`config.mk`:
```
export PLATFORM = sky130hd
export DESIGN_NAME = mlfq_three_level_scheduler_top
export DESIGN_NICKNAME = d
export VERILOG_FILES = /design/src/mlfq_pkg.sv /design/src/mlfq_three_level_scheduler_top.sv /design/src/mlfq_cell.sv /design/src/mlfq_level.sv /design/src/mlfq_mod.sv
export SDC_FILE = /design/constraint.sdc
export NUM_CORES = 1
export LEC_CHECK = 0
export ABC_CLOCK_PERIOD_IN_PS = 3200
export BUFFER_PORTS_ARGS = -buffer_cell sky130_fd_sc_hd__buf_2
export CAP_MARGIN = 30
export CORE_MARGIN = 2
export CORE_UTILIZATION = 50
export CTS_CLUSTER_DIAMETER = 40
export DETAILED_ROUTE_END_ITERATION = 8
export PLACE_DENSITY = 0.69
export SLEW_MARGIN = 40
export SYNTH_ARGS = -nofsm -noshare
export SYNTH_HDL_FRONTEND = slang
export SYNTH_HIERARCHICAL = 1
export SYNTH_SLANG_ARGS = --single-unit
```
`constraint.sdc`:
```
create_clock -name clk_i -period 3.2 [get_ports clk_i]
set_input_delay 0 -clock clk_i [delete_from_list [all_inputs] [get_ports clk_i]]
set_output_delay 0 -clock clk_i [all_outputs]
set_load 0.03 [all_outputs]
```
`src/mlfq_pkg.sv`:
```
`timescale 1ns / 1ps
`default_nettype none
// ----------------------------------------------------------------------------
// MLFQ scheduler package
// Shared constants, the sequencer state type and the per-level control word.
// ----------------------------------------------------------------------------
package mlfq_pkg;

  // Default sizes handed to the top level parameters.
  localparam int unsigned DEF_QUEUE_DEPTH = 16;
  localparam int unsigned DEF_LEVELS      = 3;
  localparam int unsigned DEF_PID_WIDTH   = 10;

  // Fixed field widths.
  localparam int unsigned NOW_W = 32;
  localparam int unsigned BP_W  = 16;

  // Boost period after reset.
  localparam logic [BP_W-1:0] BOOST_RESET = 16'd1000;

  // Sequencer states.
  typedef enum logic [2:0] {
    S_IDLE,
    S_SCAN,
    S_JOIN,
    S_BWAIT,
    S_BOOST,
    S_SEL,
    S_PICK
  } state_e;

  // Operations on one level's chain of cells in a cycle.
  typedef struct packed {
    logic rot;   // rotate the chain by one cell
    logic upd;   // while rotating, refresh a matching head word
    logic push;  // append a word at the tail
    logic pop;   // remove the word at a position, closing the gap
  } lvl_ctrl_t;

endpackage
`default_nettype wire

```
`src/mlfq_three_level_scheduler_top.sv`:
```
`timescale 1ns / 1ps
`default_nettype none
// ----------------------------------------------------------------------------
// Three-level MLFQ scheduler
// Keeps one queue per level as a chain of cells, folds each active-list word
// into the queues, boosts on the period and picks the next process.
// ----------------------------------------------------------------------------
//  Channel | Handshake              | Word
//  --------+------------------------+----------------------------------------
//  in      | in_valid_i/in_stall_o  | pid, on_io, first, last, running_pid, now
//  out     | out_valid_o/out_stall_i| chosen_pid, chosen_level, dropped
//  cfg     | cfg_valid_i/cfg_ready_o| boost_period
//
//  One word at a time. Each word takes one rotation pass of all level
//  chains in parallel. A last word also waits for the bit-serial
//  remainder unit, which starts when the word is accepted, then, on a zero
//  remainder, drains the lower levels bottom first, makes a second rotation
//  pass and picks. The result sits in an output register; the pick waits
//  only while an earlier result is still stalled. Reset empties all levels.
// ----------------------------------------------------------------------------
module mlfq_three_level_scheduler_top #(
  parameter int unsigned QUEUE_DEPTH = mlfq_pkg::DEF_QUEUE_DEPTH,
  parameter int unsigned LEVELS      = mlfq_pkg::DEF_LEVELS,
  parameter int unsigned PID_WIDTH   = mlfq_pkg::DEF_PID_WIDTH,
  localparam int unsigned LVL_W      = $clog2(LEVELS + 1)
) (
  input  wire logic                        clk_i,
  input  wire logic                        rst_ni,
  input  wire logic                        in_valid_i,
  output logic                             in_stall_o,
  input  wire logic [PID_WIDTH-1:0]        pid_i,
  input  wire logic                        on_io_i,
  input  wire logic                        first_i,
  input  wire logic                        last_i,
  input  wire logic signed [PID_WIDTH:0]   running_pid_i,
  input  wire logic [mlfq_pkg::NOW_W-1:0]  now_i,
  output logic                             out_valid_o,
  input  wire logic                        out_stall_i,
  output logic signed [PID_WIDTH:0]        chosen_pid_o,
  output logic [LVL_W-1:0]                 chosen_level_o,
  output logic                             dropped_o,
  input  wire logic                        cfg_valid_i,
  output logic                             cfg_ready_o,
  input  wire logic [mlfq_pkg::BP_W-1:0]   cfg_data_i
);

  localparam int unsigned IDX_W  = $clog2(QUEUE_DEPTH);
  localparam int unsigned CNT_W  = $clog2(QUEUE_DEPTH + 1);
  localparam int unsigned LIDX_W = $clog2(LEVELS);

  mlfq_pkg::state_e state_q, state_d;

  logic [IDX_W-1:0]           step_q, step_d;
  logic [LIDX_W-1:0]          blvl_q, blvl_d;
  logic                       known_q, known_d;
  logic [PID_WIDTH-1:0]       held_pid_q, held_pid_d;
  logic [LVL_W-1:0]           held_level_q, held_level_d;
  logic                       drop_q, drop_d;
  logic [mlfq_pkg::BP_W-1:0]  bp_q;
  logic                       ov_q, ov_d;

  logic [PID_WIDTH-1:0]       pid_q;
  logic                       io_q, last_q;
  logic                       found_q [LEVELS];
  logic [IDX_W-1:0]           fpos_q  [LEVELS];
  logic [PID_WIDTH-1:0]       fpid_q  [LEVELS];

  logic signed [PID_WIDTH:0]  cpid_q;
  logic [LVL_W-1:0]           clvl_q;
  logic                       cdrop_q;

  mlfq_pkg::lvl_ctrl_t        ctrl      [LEVELS];
  logic [IDX_W-1:0]           pos       [LEVELS];
  logic [PID_WIDTH:0]         push_data [LEVELS];
  logic [PID_WIDTH:0]         head      [LEVELS];
  logic                       hvalid    [LEVELS];
  logic                       match     [LEVELS];
  logic [CNT_W-1:0]           count     [LEVELS];

  logic                       accept, out_free, any_match, any_found, mod_busy, mod_zero;
  logic [LIDX_W-1:0]          dest, sel;
  logic [PID_WIDTH:0]         key;

  assign accept      = in_valid_i && !in_stall_o;
  assign in_stall_o  = state_q != mlfq_pkg::S_IDLE;
  assign out_free    = !ov_q || !out_stall_i;
  assign cfg_ready_o = 1'b1;
  assign key         = {io_q, pid_q};

  // Demotion target: one level down, the bottom level is the floor.
  assign dest = (held_level_q < LVL_W'(LEVELS)) ? held_level_q[LIDX_W-1:0]
                                                : LIDX_W'(LEVELS - 1);

  // Level queues.
  for (genvar g = 0; g < LEVELS; g++) begin : g_lvl
    mlfq_level #(
      .QUEUE_DEPTH (QUEUE_DEPTH),
      .PID_WIDTH   (PID_WIDTH)
    ) u_level (
      .clk_i        (clk_i),
      .rst_ni       (rst_ni),
      .ctrl_i       (ctrl[g]),
      .step_i       (step_q),
      .pos_i        (pos[g]),
      .key_i        (key),
      .push_data_i  (push_data[g]),
      .head_o       (head[g]),
      .head_valid_o (hvalid[g]),
      .match_o      (match[g]),
      .count_o      (count[g])
    );
  end

  // Boost period remainder.
  mlfq_mod u_mod (
    .clk_i      (clk_i),
    .rst_ni     (rst_ni),
    .start_i    (accept && last_i && (bp_q != '0)),
    .dividend_i (now_i),
    .divisor_i  (bp_q),
    .busy_o     (mod_busy),
    .zero_o     (mod_zero)
  );

  // Match and pick reductions across levels.
  always_comb begin
    any_match = 1'b0;
    any_found = 1'b0;
    sel       = '0;
    for (int l = LEVELS - 1; l >= 0; l--) begin
      if (match[l]) begin
        any_match = 1'b1;
      end
      if (found_q[l]) begin
        any_found = 1'b1;
        sel       = LIDX_W'(l);
      end
    end
  end

  // Sequencer: next state and level controls.
  always_comb begin
    state_d      = state_q;
    step_d       = '0;
    blvl_d       = blvl_q;
    known_d      = known_q;
    held_pid_d   = held_pid_q;
    held_level_d = held_level_q;
    drop_d       = drop_q;
    ov_d         = ov_q && out_stall_i;
    for (int l = 0; l < LEVELS; l++) begin
      ctrl[l]      = '0;
      pos[l]       = '0;
      push_data[l] = key;
    end

    unique case (state_q)
      mlfq_pkg::S_IDLE: begin
        if (accept) begin
          known_d = 1'b0;
          state_d = mlfq_pkg::S_SCAN;
          if (first_i) begin
            drop_d       = 1'b0;
            held_level_d = '0;
            if (!running_pid_i[PID_WIDTH] && (held_level_q != '0)) begin
              if (count[dest] < CNT_W'(QUEUE_DEPTH)) begin
                ctrl[dest].push = 1'b1;
                push_data[dest] = {1'b0, held_pid_q};
              end else begin
                drop_d = 1'b1;
              end
            end
          end
        end
      end

      mlfq_pkg::S_SCAN: begin
        for (int l = 0; l < LEVELS; l++) begin
          ctrl[l].rot = 1'b1;
          ctrl[l].upd = 1'b1;
        end
        if (any_match) begin
          known_d = 1'b1;
        end
        if (step_q == IDX_W'(QUEUE_DEPTH - 1)) begin
          state_d = mlfq_pkg::S_JOIN;
        end else begin
          step_d = step_q + IDX_W'(1);
        end
      end

      mlfq_pkg::S_JOIN: begin
        if (!known_q) begin
          if (count[0] < CNT_W'(QUEUE_DEPTH)) begin
            ctrl[0].push = 1'b1;
          end else begin
            drop_d = 1'b1;
          end
        end
        state_d = last_q ? mlfq_pkg::S_BWAIT : mlfq_pkg::S_IDLE;
      end

      mlfq_pkg::S_BWAIT: begin
        if (bp_q == '0) begin
          state_d = mlfq_pkg::S_SEL;
        end else if (!mod_busy) begin
          blvl_d  = LIDX_W'(LEVELS - 1);
          state_d = mod_zero ? mlfq_pkg::S_BOOST : mlfq_pkg::S_SEL;
        end
      end

      // Drain the lower levels, bottom first, into level one.
      mlfq_pkg::S_BOOST: begin
        if (count[blvl_q] != '0) begin
          ctrl[blvl_q].pop = 1'b1;
          if (count[0] < CNT_W'(QUEUE_DEPTH)) begin
            ctrl[0].push = 1'b1;
            push_data[0] = head[blvl_q];
          end else begin
            drop_d = 1'b1;
          end
        end else if (blvl_q == LIDX_W'(1)) begin
          state_d = mlfq_pkg::S_SEL;
        end else begin
          blvl_d = blvl_q - LIDX_W'(1);
        end
      end

      mlfq_pkg::S_SEL: begin
        for (int l = 0; l < LEVELS; l++) begin
          ctrl[l].rot = 1'b1;
        end
        if (step_q == IDX_W'(QUEUE_DEPTH - 1)) begin
          state_d = mlfq_pkg::S_PICK;
        end else begin
          step_d = step_q + IDX_W'(1);
        end
      end

      mlfq_pkg::S_PICK: begin
        if (out_free) begin
          ov_d    = 1'b1;
          drop_d  = 1'b0;
          state_d = mlfq_pkg::S_IDLE;
          if (any_found) begin
            ctrl[sel].pop = 1'b1;
            pos[sel]      = fpos_q[sel];
            held_pid_d    = fpid_q[sel];
            held_level_d  = LVL_W'(sel) + LVL_W'(1);
          end else begin
            held_level_d = '0;
          end
        end
      end

      default: begin
        state_d = mlfq_pkg::S_IDLE;
      end
    endcase
  end

  // Control registers.
  always_ff @(posedge clk_i or negedge rst_ni) begin
    if (!rst_ni) begin
      state_q      <= mlfq_pkg::S_IDLE;
      step_q       <= '0;
      blvl_q       <= '0;
      known_q      <= 1'b0;
      held_pid_q   <= '0;
      held_level_q <= '0;
      drop_q       <= 1'b0;
      ov_q         <= 1'b0;
      bp_q         <= mlfq_pkg::BOOST_RESET;
    end else begin
      state_q      <= state_d;
      step_q       <= step_d;
      blvl_q       <= blvl_d;
      known_q      <= known_d;
      held_pid_q   <= held_pid_d;
      held_level_q <= held_level_d;
      drop_q       <= drop_d;
      ov_q         <= ov_d;
      if (cfg_valid_i && cfg_ready_o) begin
        bp_q <= cfg_data_i;
      end
    end
  end

  // First ready word of each level during the selection pass.
  always_ff @(posedge clk_i or negedge rst_ni) begin
    if (!rst_ni) begin
      for (int l = 0; l < LEVELS; l++) begin
        found_q[l] <= 1'b0;
      end
    end else begin
      for (int l = 0; l < LEVELS; l++) begin
        if (accept) begin
          found_q[l] <= 1'b0;
        end else if ((state_q == mlfq_pkg::S_SEL) && !found_q[l] && hvalid[l] &&
                     !head[l][PID_WIDTH]) begin
          found_q[l] <= 1'b1;
        end
      end
    end
  end

  always_ff @(posedge clk_i) begin
    for (int l = 0; l < LEVELS; l++) begin
      if ((state_q == mlfq_pkg::S_SEL) && !found_q[l] && hvalid[l] &&
          !head[l][PID_WIDTH]) begin
        fpos_q[l] <= step_q;
        fpid_q[l] <= head[l][PID_WIDTH-1:0];
      end
    end
  end

  // Input word capture.
  always_ff @(posedge clk_i) begin
    if (accept) begin
      pid_q   <= pid_i;
      io_q    <= on_io_i;
      last_q  <= last_i;
    end
  end

  // Result register.
  always_ff @(posedge clk_i) begin
    if ((state_q == mlfq_pkg::S_PICK) && out_free) begin
      cpid_q  <= any_found ? {1'b0, fpid_q[sel]} : '1;
      clvl_q  <= any_found ? (LVL_W'(sel) + LVL_W'(1)) : '0;
      cdrop_q <= drop_q;
    end
  end

  assign out_valid_o    = ov_q;
  assign chosen_pid_o   = cpid_q;
  assign chosen_level_o = clvl_q;
  assign dropped_o      = cdrop_q;

endmodule
`default_nettype wire

```
`src/mlfq_cell.sv`:
```
`timescale 1ns / 1ps
`default_nettype none
// ----------------------------------------------------------------------------
// MLFQ queue cell
// One slot of a level chain: loads a written word, takes its neighbor's word
// on a shift, or holds.
// ----------------------------------------------------------------------------
module mlfq_cell #(
  parameter int unsigned W = mlfq_pkg::DEF_PID_WIDTH + 1
) (
  input  wire logic         clk_i,
  input  wire logic         wr_en_i,
  input  wire logic         shift_en_i,
  input  wire logic [W-1:0] wdata_i,
  input  wire logic [W-1:0] nbr_i,
  output logic      [W-1:0] q_o
);

  logic [W-1:0] slot_q;

  // A write has priority over a shift.
  always_ff @(posedge clk_i) begin
    if (wr_en_i) begin
      slot_q <= wdata_i;
    end else if (shift_en_i) begin
      slot_q <= nbr_i;
    end
  end

  assign q_o = slot_q;

endmodule
`default_nettype wire

```
`src/mlfq_level.sv`:
```
`timescale 1ns / 1ps
`default_nettype none
// ----------------------------------------------------------------------------
// MLFQ level queue
// A chain of cells with a fill count. Cell 0 is the head; rotation moves each
// word one cell toward the head and wraps the head word to the tail.
// ----------------------------------------------------------------------------
module mlfq_level #(
  parameter int unsigned QUEUE_DEPTH = mlfq_pkg::DEF_QUEUE_DEPTH,
  parameter int unsigned PID_WIDTH   = mlfq_pkg::DEF_PID_WIDTH,
  localparam int unsigned IDX_W      = $clog2(QUEUE_DEPTH),
  localparam int unsigned CNT_W      = $clog2(QUEUE_DEPTH + 1)
) (
  input  wire logic                 clk_i,
  input  wire logic                 rst_ni,
  input  wire mlfq_pkg::lvl_ctrl_t  ctrl_i,
  input  wire logic [IDX_W-1:0]     step_i,
  input  wire logic [IDX_W-1:0]     pos_i,
  input  wire logic [PID_WIDTH:0]   key_i,
  input  wire logic [PID_WIDTH:0]   push_data_i,
  output logic      [PID_WIDTH:0]   head_o,
  output logic                      head_valid_o,
  output logic                      match_o,
  output logic      [CNT_W-1:0]     count_o
);

  logic [PID_WIDTH:0] cell_q [QUEUE_DEPTH];
  logic [PID_WIDTH:0] wrap;
  logic [CNT_W-1:0]   count_q, count_d;

  // The head cell holds the word at position step_i during a rotation pass.
  assign head_o       = cell_q[0];
  assign head_valid_o = CNT_W'(step_i) < count_q;
  assign match_o      = head_valid_o && (cell_q[0][PID_WIDTH-1:0] == key_i[PID_WIDTH-1:0]);
  assign wrap         = (ctrl_i.upd && match_o) ? key_i : cell_q[0];

  // Chain of cells.
  for (genvar i = 0; i < QUEUE_DEPTH; i++) begin : g_cell
    logic [PID_WIDTH:0] nbr;
    logic               shift_en;
    logic               wr_en;

    if (i == QUEUE_DEPTH - 1) begin : g_tail
      assign nbr = wrap;
    end else begin : g_body
      assign nbr = cell_q[i+1];
    end

    assign shift_en = ctrl_i.rot || (ctrl_i.pop && (IDX_W'(i) >= pos_i));
    assign wr_en    = ctrl_i.push && (count_q == CNT_W'(i));

    mlfq_cell #(
      .W (PID_WIDTH + 1)
    ) u_cell (
      .clk_i      (clk_i),
      .wr_en_i    (wr_en),
      .shift_en_i (shift_en),
      .wdata_i    (push_data_i),
      .nbr_i      (nbr),
      .q_o        (cell_q[i])
    );
  end

  // Fill count.
  always_comb begin
    count_d = count_q;
    if (ctrl_i.push) begin
      count_d = count_q + CNT_W'(1);
    end else if (ctrl_i.pop) begin
      count_d = count_q - CNT_W'(1);
    end
  end

  always_ff @(posedge clk_i or negedge rst_ni) begin
    if (!rst_ni) begin
      count_q <= '0;
    end else begin
      count_q <= count_d;
    end
  end

  assign count_o = count_q;

endmodule
`default_nettype wire

```
`src/mlfq_mod.sv`:
```
`timescale 1ns / 1ps
`default_nettype none
// ----------------------------------------------------------------------------
// MLFQ boost test
// Restoring bit-serial remainder of the time by the boost period, one
// dividend bit a cycle, and a flag for a zero remainder.
// ----------------------------------------------------------------------------
module mlfq_mod (
  input  wire logic                        clk_i,
  input  wire logic                        rst_ni,
  input  wire logic                        start_i,
  input  wire logic [mlfq_pkg::NOW_W-1:0]  dividend_i,
  input  wire logic [mlfq_pkg::BP_W-1:0]   divisor_i,
  output logic                             busy_o,
  output logic                             zero_o
);

  localparam int unsigned CW = $clog2(mlfq_pkg::NOW_W + 1);

  logic [CW-1:0]                cnt_q;
  logic [mlfq_pkg::NOW_W-1:0]   num_q;
  logic [mlfq_pkg::BP_W-1:0]    rem_q, rem_d;
  logic [mlfq_pkg::BP_W:0]      rem_ext, diff;

  // One restoring step.
  assign rem_ext = {rem_q, num_q[mlfq_pkg::NOW_W-1]};
  assign diff    = rem_ext - {1'b0, divisor_i};
  assign rem_d   = (rem_ext >= {1'b0, divisor_i}) ? diff[mlfq_pkg::BP_W-1:0]
                                                 : rem_ext[mlfq_pkg::BP_W-1:0];

  always_ff @(posedge clk_i or negedge rst_ni) begin
    if (!rst_ni) begin
      cnt_q <= '0;
    end else if (start_i) begin
      cnt_q <= CW'(mlfq_pkg::NOW_W);
    end else if (cnt_q != '0) begin
      cnt_q <= cnt_q - CW'(1);
    end
  end

  always_ff @(posedge clk_i) begin
    if (start_i) begin
      num_q <= dividend_i;
      rem_q <= '0;
    end else if (cnt_q != '0) begin
      num_q <= {num_q[mlfq_pkg::NOW_W-2:0], 1'b0};
      rem_q <= rem_d;
    end
  end

  assign busy_o = cnt_q != '0;
  assign zero_o = rem_q == '0;

endmodule
`default_nettype wire

```
# Word level (Yosys, flattened, before mapping)

Memory sizes are Yosys's and may differ from the RTL's.
Index checks and enable logic that the tools add are counted.

Bits in registers: 666
Bits in writable memories: 42
Output and inout port bits: 17
Memories kept: 2

Add/sub/neg operators: 11
Magnitude comparators: 61
Equal/unequal tests: 70
Multiplexer cells: 220
Bitwise operators: 4
Reduce and logical (&&, ||, !) cells: 256

Memories:

| name   | depth | width | read ports | clocked after memory_dff | write ports | RTL line                             | RTL |
|---|---|---|---|---|---|---|---|
| fpid_q | 3     | 10    | 1          | 0                        | 3           | mlfq_three_level_scheduler_top.sv:66 | `logic [PID_WIDTH-1:0] fpid_q [LEVELS];` |
| fpos_q | 3     | 4     | 1          | 0                        | 3           | mlfq_three_level_scheduler_top.sv:65 | `logic [IDX_W-1:0] fpos_q [LEVELS];` |

Operators by type and width:

| cell                 | number |
|---|---|
| $mux W11             | 105 |
| $mux W33             | 4 |
| $eq A5 B4 Y1 const B | 24 |
| $logic_and A1 B1 Y1  | 120 |
| $reduce_bool A2 Y1   | 59 |
| $ge A4 B4 Y1 const A | 24 |
| $mux W32             | 2 |
| $eq A5 B3 Y1 const B | 12 |
| $mux W10             | 5 |
| $mux W5              | 10 |
| $logic_or A1 B1 Y1   | 49 |
| $ge A3 B4 Y1 const A | 12 |
| $mux W12             | 3 |
| $mux W1              | 35 |
| $bwmux W33           | 1 |
| $demux W4 S2         | 4 |
| $logic_not A16 Y1    | 2 |
| $pmux W1 S4          | 8 |
| $eq A10 B10 Y1       | 3 |
| $eq A5 B2 Y1 const B | 6 |
| $mux W2              | 14 |
| $ne A2 B2 Y1 const B | 13 |
| $ge A1 B4 Y1 const A | 6 |
| $ge A2 B4 Y1 const A | 6 |
| other kinds (51)     | 95 |

# Depth between registers and ports, before layout

Depth after elaboration: 17
Gate-level depth with buffers: 13
Mapped depth without buffers: 10

# By module

Netlist, hierarchy kept.

By module, submodules not included:

| module                         | times used | cells each | area an instance (um^2) | seq. area each (um^2) |
|---|---|---|---|---|
| mlfq_cell                      | 48         | 24         | 505.5                   | 330.3 |
| mlfq_three_level_scheduler_top | 1          | 414        | 5107.4                  | 3125.5 |
| mlfq_mod                       | 1          | 320        | 3432.0                  | 1431.4 |
| mlfq_level                     | 3          | 126        | 860.8                   | 125.1 |

# Worst setup path after synthesis

Ideal clock, no wire load.

Kind: flip-flop to flip-flop
From: reg state_q[0]
To: reg g_lvl[1].u_level.g_cell[9].u_cell.slot_q[0] (enable)
Setup time: 346 ps
Arrival time: 2884 ps
Required time: 2854 ps
Setup slack: -30 ps
Cell stages (with the launch flop): 14
Buffers on the path: 4
Clock period less this slack: 3230 ps
Cells stage by stage: dfrtp_1 > clkbuf_1 > nor3_1 > nand2_1 > nor3b_1 > nand3_1 > buf_1 > inv_1 > clkbuf_1 > nand2_1 > nor3_1 > and2_1 > buf_6 > or2_1

RTL lines:

| item                   | RTL line                              | RTL |
|---|---|---|
| from (decl)            | mlfq_three_level_scheduler_top.sv:51  | `mlfq_pkg::state_e state_q, state_d;` |
| from (signal assigned) | mlfq_three_level_scheduler_top.sv:265 | `state_q <= mlfq_pkg::S_IDLE;` |
| from (signal assigned) | mlfq_three_level_scheduler_top.sv:275 | `state_q <= state_d;` |
| to (signal assigned)   | mlfq_cell.sv:24                       | `slot_q <= wdata_i;` |
| to (signal assigned)   | mlfq_cell.sv:26                       | `slot_q <= nbr_i;` |
| to (decl)              | mlfq_cell.sv:19                       | `logic [W-1:0] slot_q;` |

==> impl_metrics.csv <==
group,metric,value,unit
placement,final_weighted_congestion_in_routability_driven_placement,0.903,
global_routing,first_global_vias,21000,
synth,synthAdderAreaFrac,0.0165,
synth,synth.cell_area,35400,um2
die,floorplan_core_area,70000,um2
sta,holdWs,0.0835,ns
sta,rsz0062_at_grt,"false",
layout,commonest_cells_after_routing_fill_and_taps_aside,"sky130_fd_sc_hd__edfxtp_1, sky130_fd_sc_hd__mux2_4, sky130_fd_sc_hd__mux2_2, sky130_fd_sc_hd__nand2_1, sky130_fd_sc_hd__clkbuf_16",
synth,synth_sequential_area_ratio,0.587,
cts,clkTransAtPathRegs,0.06,ns
cts,cts.htree.levels,3,
outcome,status,"complete, no violations",
detailed_routing,met2WireLength,37300,um
setup_path,worstPathRequired,3.58,ns
synth,ys_ff_latch,708,
setup_path,worst-setup-path-type,"reg2reg",
sta,worst_pin_slew,0.807,ns
die,placement_rows,97,
cts,cts_setup_buffers,0,
die,floorplan.die_area,72900,um2
synth,yosysWarnings,6,
detailed_routing,via_per_inst,5.68,
placement,dp_worst_setup_slack,-0.157,ns
cts,tritoncts,"built",
detailed_routing,wl_met3,6880,um
setup_path,critical_path_arrival,3.47,ns
setup_path,r2r_cell_count,10,
detailed_routing,drt-met1-wl,34500,um
detailed_routing,wl_per_cell,22.7,um
layout,final_common_cell,"sky130_fd_sc_hd__edfxtp_1",
setup_path,endpoint_kind,"register",
layout,fill_cells,5187,
cts,cts_sinks,708,
worst_hold_path,holdCritStartpoint,"pid_i[6]",
synth,synth_mux_area_frac,0.244,
power_and_ir_drop,vdd.ir_drop.worst,0.000563,V
sta,timing.max_slew.rel_slack,0.462,
layout,n_antenna_cell,0,
flow_run,max_cap_violations,0,
detailed_routing,drcViolationCount,0,
sta,fmaxAchievable,323,MHz
placement,post-place-cells,3299,
die,start_util,0.505,
power_and_ir_drop,leakagePower,15.5,nW
cts,tritoncts.num_buffers,98,
sta,setup_ws,0.107,ns
detailed_routing,top_layer_used,"met5",
setup_path,ff_to_ff_start,"g_lvl[2].u_level/count_o[1]",
synth,postSynth.asyncResetShare,0.0904,
worst_hold_path,hold_depth,2,
detailed_routing,detail-route-antenna-nets,0,
synth,yosysUniqueCellTypes,95,
synth,compound_cell_area_share_of_the_yosys_netlist,0.0405,
sta,fin_skew,0.0297,ns
synth,simple_gate_share_of_the_synthesized_area,0.0667,
synth,synthesis.area_per_instance,15.6,um2
layout,finalInstanceArea,42000,um2
layout,fraction_of_final_layout_cells_sized_beyond_drive_strength_1,0.414,
worst_hold_path,holdPathEnd,"pid_q[6]",
sta,final_hold_viol_count,0,
layout,nets,2664,
synth,synthFlopType,"sky130_fd_sc_hd__edfxtp_1",
cts,insertion_delay,0.64,ns
cts,cts-root-buf,"sky130_fd_sc_hd__clkbuf_16",
detailed_routing,wl,81000,um
global_routing,antenna_found_initial,2,
placement,io_port_bufs,82,
sta,final-setup-viol-count,0,
synth,synth_xor_xnor_area_share,0.0131,
setup_path,setup.reg_to_reg.worst_slack,0.11,ns
synth,synth_edf_count,628,
power_and_ir_drop,total_power_divided_by_cell_area,934,nW/um2
synth,synth_top_family_by_area,"multiplexers",
synth,syn_nets,2387,
placement,detailed_place_hpwl,53100,um
synth,number_of_instances_in_the_synthesized_netlist,2264,
global_routing,overflow,0,
layout,area.growth.synth_to_final,18.7,%
global_routing,grt_start_max_net_pins,59,
cts,max-clock-path-buffers,3,
setup_path,maximum_fanout_along_the_worst_path,7,
sta,min_period,3.09,ns
power_and_ir_drop,finalPower,39.2,mW
detailed_routing,dr.pass1.iters,5,
setup_path,critical_path.reg2reg.endpoint,"g_lvl[0].u_level/g_cell[12].u_cell/q_o[2]",
layout,fin_cells,3565,
worst_hold_path,min_path_type,"in2reg",
detailed_routing,drc_violation_total_after_the_first_tritonroute_iteration,1672,
setup_path,worst_setup_path_start_kind,"register",
die,fp.dieW,270,um
die,ioPinCount,94,
sta,min_period_over_period,0.966,
die,die_y,270,um
detailed_routing,num_vias,20200,
sta,maxSlewViolCount,0,
global_routing,grt.total_usage,0.220,
placement,detailed_place.area,37700,um2
global_routing,grt_first_pass_wirelength,124000,um
[cell usage after synthesis, types with 5 or more instances]
cell                       instances  area share
sky130_fd_sc_hd__nor4_1           13      0.0023
sky130_fd_sc_hd__nor2b_1          21      0.0037
sky130_fd_sc_hd__or3_1             8      0.0014
sky130_fd_sc_hd__nand3b_1          5      0.0011
sky130_fd_sc_hd__or2_1            49      0.0087
sky130_fd_sc_hd__ha_1             45       0.016
sky130_fd_sc_hd__buf_1             6     0.00064
sky130_fd_sc_hd__and3_1           17      0.0030
sky130_fd_sc_hd__nor3b_1           8      0.0017
sky130_fd_sc_hd__dfxtp_1          16      0.0091
sky130_fd_sc_hd__a22oi_1           5      0.0011
sky130_fd_sc_hd__xnor2_1          42       0.010
sky130_fd_sc_hd__nor3_1           34      0.0048
sky130_fd_sc_hd__nand2_1         113       0.012
sky130_fd_sc_hd__mux2_2          177       0.056
sky130_fd_sc_hd__a21oi_1          63      0.0089
sky130_fd_sc_hd__a21o_1            5      0.0011
sky130_fd_sc_hd__xor2_1           11      0.0027
sky130_fd_sc_hd__o21ai_0          45      0.0064
sky130_fd_sc_hd__a31oi_1           7      0.0012
sky130_fd_sc_hd__a22o_1           12      0.0030
sky130_fd_sc_hd__mux2i_1          12      0.0034
sky130_fd_sc_hd__and2_1           55      0.0097
sky130_fd_sc_hd__inv_1            61      0.0065
sky130_fd_sc_hd__nor2_1           52      0.0055
sky130_fd_sc_hd__clkbuf_1         58      0.0062
sky130_fd_sc_hd__a211oi_1          8      0.0017
sky130_fd_sc_hd__buf_6            51       0.016
sky130_fd_sc_hd__o21ai_1           8      0.0011
sky130_fd_sc_hd__o211ai_1          9      0.0019
sky130_fd_sc_hd__nand3_1          14      0.0020
sky130_fd_sc_hd__dfstp_2           6      0.0045
sky130_fd_sc_hd__nand4_1          10      0.0018
sky130_fd_sc_hd__edfxtp_1        628        0.53
sky130_fd_sc_hd__mux2_4          435        0.18
sky130_fd_sc_hd__dfrtp_1          58       0.041
[final cells by class]
class | count | area, um2 | area share
repair buffers | 300 | 2830 | 0.0673
flip-flops and latches | 708 | 20800 | 0.495
well taps | 940 | 1180 | 0.0280
multi-input cells | 1370 | 13600 | 0.324
clock buffers | 110 | 2600 | 0.0620
clock inverters | 74 | 782 | 0.0186
inverters | 63 | 239 | 0.00569
[per-layer routing]
layer	vias up	GRT usage
li1	9096	-
met1	10200	0.296
met2	756	0.347
met3	151	0.0621
met4	2	0.0705
met5	-	0
[state kept, by name, indices dropped and copies added (netlist names), 2 cells and up]
| name | cells |
|---|---|
| state_q | 3 |
| chosen_level_o | 2 |
| held_level_q | 2 |
| fpid_q | 30 |
| step_q | 4 |
| g_lvl.u_level/count_o | 15 |
| found_q | 3 |
| chosen_pid_o | 11 |
| g_lvl.u_level/g_cell.u_cell/q_o | 528 |
| u_mod/cnt_q | 6 |
| u_mod/num_q | 32 |
| bp_q | 16 |
| blvl_q | 2 |
| u_mod/rem_q | 16 |
| pid_q | 10 |
| fpos_q | 12 |
| held_pid_q | 10 |
[where the power goes]
part           internal (mW)  total [mW]  leakage, nW  switching, mW
registers               15.0        16.7         6.40           1.72
clock network           6.71        11.0         1.64           4.28
logic                   5.48        11.6         7.51           6.08
total                   27.2        39.2         15.5           12.1
[timing repair]
action | CTS | global route
resized for setup | 3 | 23
endpoints found under the hold margin | 132 | 0
setup endpoints to repair | 137 | 331
hold buffers | 82 | 0
pin swaps | 0 | 0
[worst max-delay path by stage]
stage | end | slack [ns] | startpoint | cells past startpoint
2_1_floorplan | g_lvl[0].u_level/g_cell[0].u_cell/q_o[0] | 0.05 | state_q[1] | 11
3_3_place_gp | g_lvl[0].u_level/g_cell[4].u_cell/q_o[3] | -0.11 | blvl_q[0] | 10
3_5_place_dp | g_lvl[0].u_level/g_cell[4].u_cell/q_o[4] | -0.16 | blvl_q[0] | 10
4_1_cts | g_lvl[0].u_level/g_cell[12].u_cell/q_o[0] | 0.02 | g_lvl[2].u_level/count_o[1] | 9
5_1_grt | g_lvl[0].u_level/g_cell[12].u_cell/q_o[8] | 0.01 | g_lvl[2].u_level/count_o[1] | 10
6_report | g_lvl[0].u_level/g_cell[12].u_cell/q_o[2] | 0.11 | g_lvl[2].u_level/count_o[1] | 10
[logic make-up after synthesis]
group           count (synthesis)
compound gates                212
xor+xnor                       53
fa+ha+maj                      46
buf+inv                       186
flops                         708
mux                           624
other cells                     1
simple gates                  434
[worst max-delay path, stage by stage (launching register included)]
cell and delay [ns]:
sky130_fd_sc_hd__dfrtp_1 0.38, sky130_fd_sc_hd__or4_4 0.57, sky130_fd_sc_hd__or3_1 0.38, sky130_fd_sc_hd__and3_2 0.24, sky130_fd_sc_hd__a31oi_1 0.20, sky130_fd_sc_hd__nor3_2 0.10
sky130_fd_sc_hd__nand2_1 0.09, sky130_fd_sc_hd__nor3_1 0.07, sky130_fd_sc_hd__and2_1 0.30, sky130_fd_sc_hd__buf_4 0.22, sky130_fd_sc_hd__mux2_4 0.29
[stage by stage]
stage,utilization,setup TNS (ns)
after CTS,0.599,0
after global placement,0.539,-7.35
final,0.600,0
after detailed placement,0.539,-12.15
after global routing,0.600,0
after floorplan,-,0
Note: power is estimated with default switching activity, not from simulation.
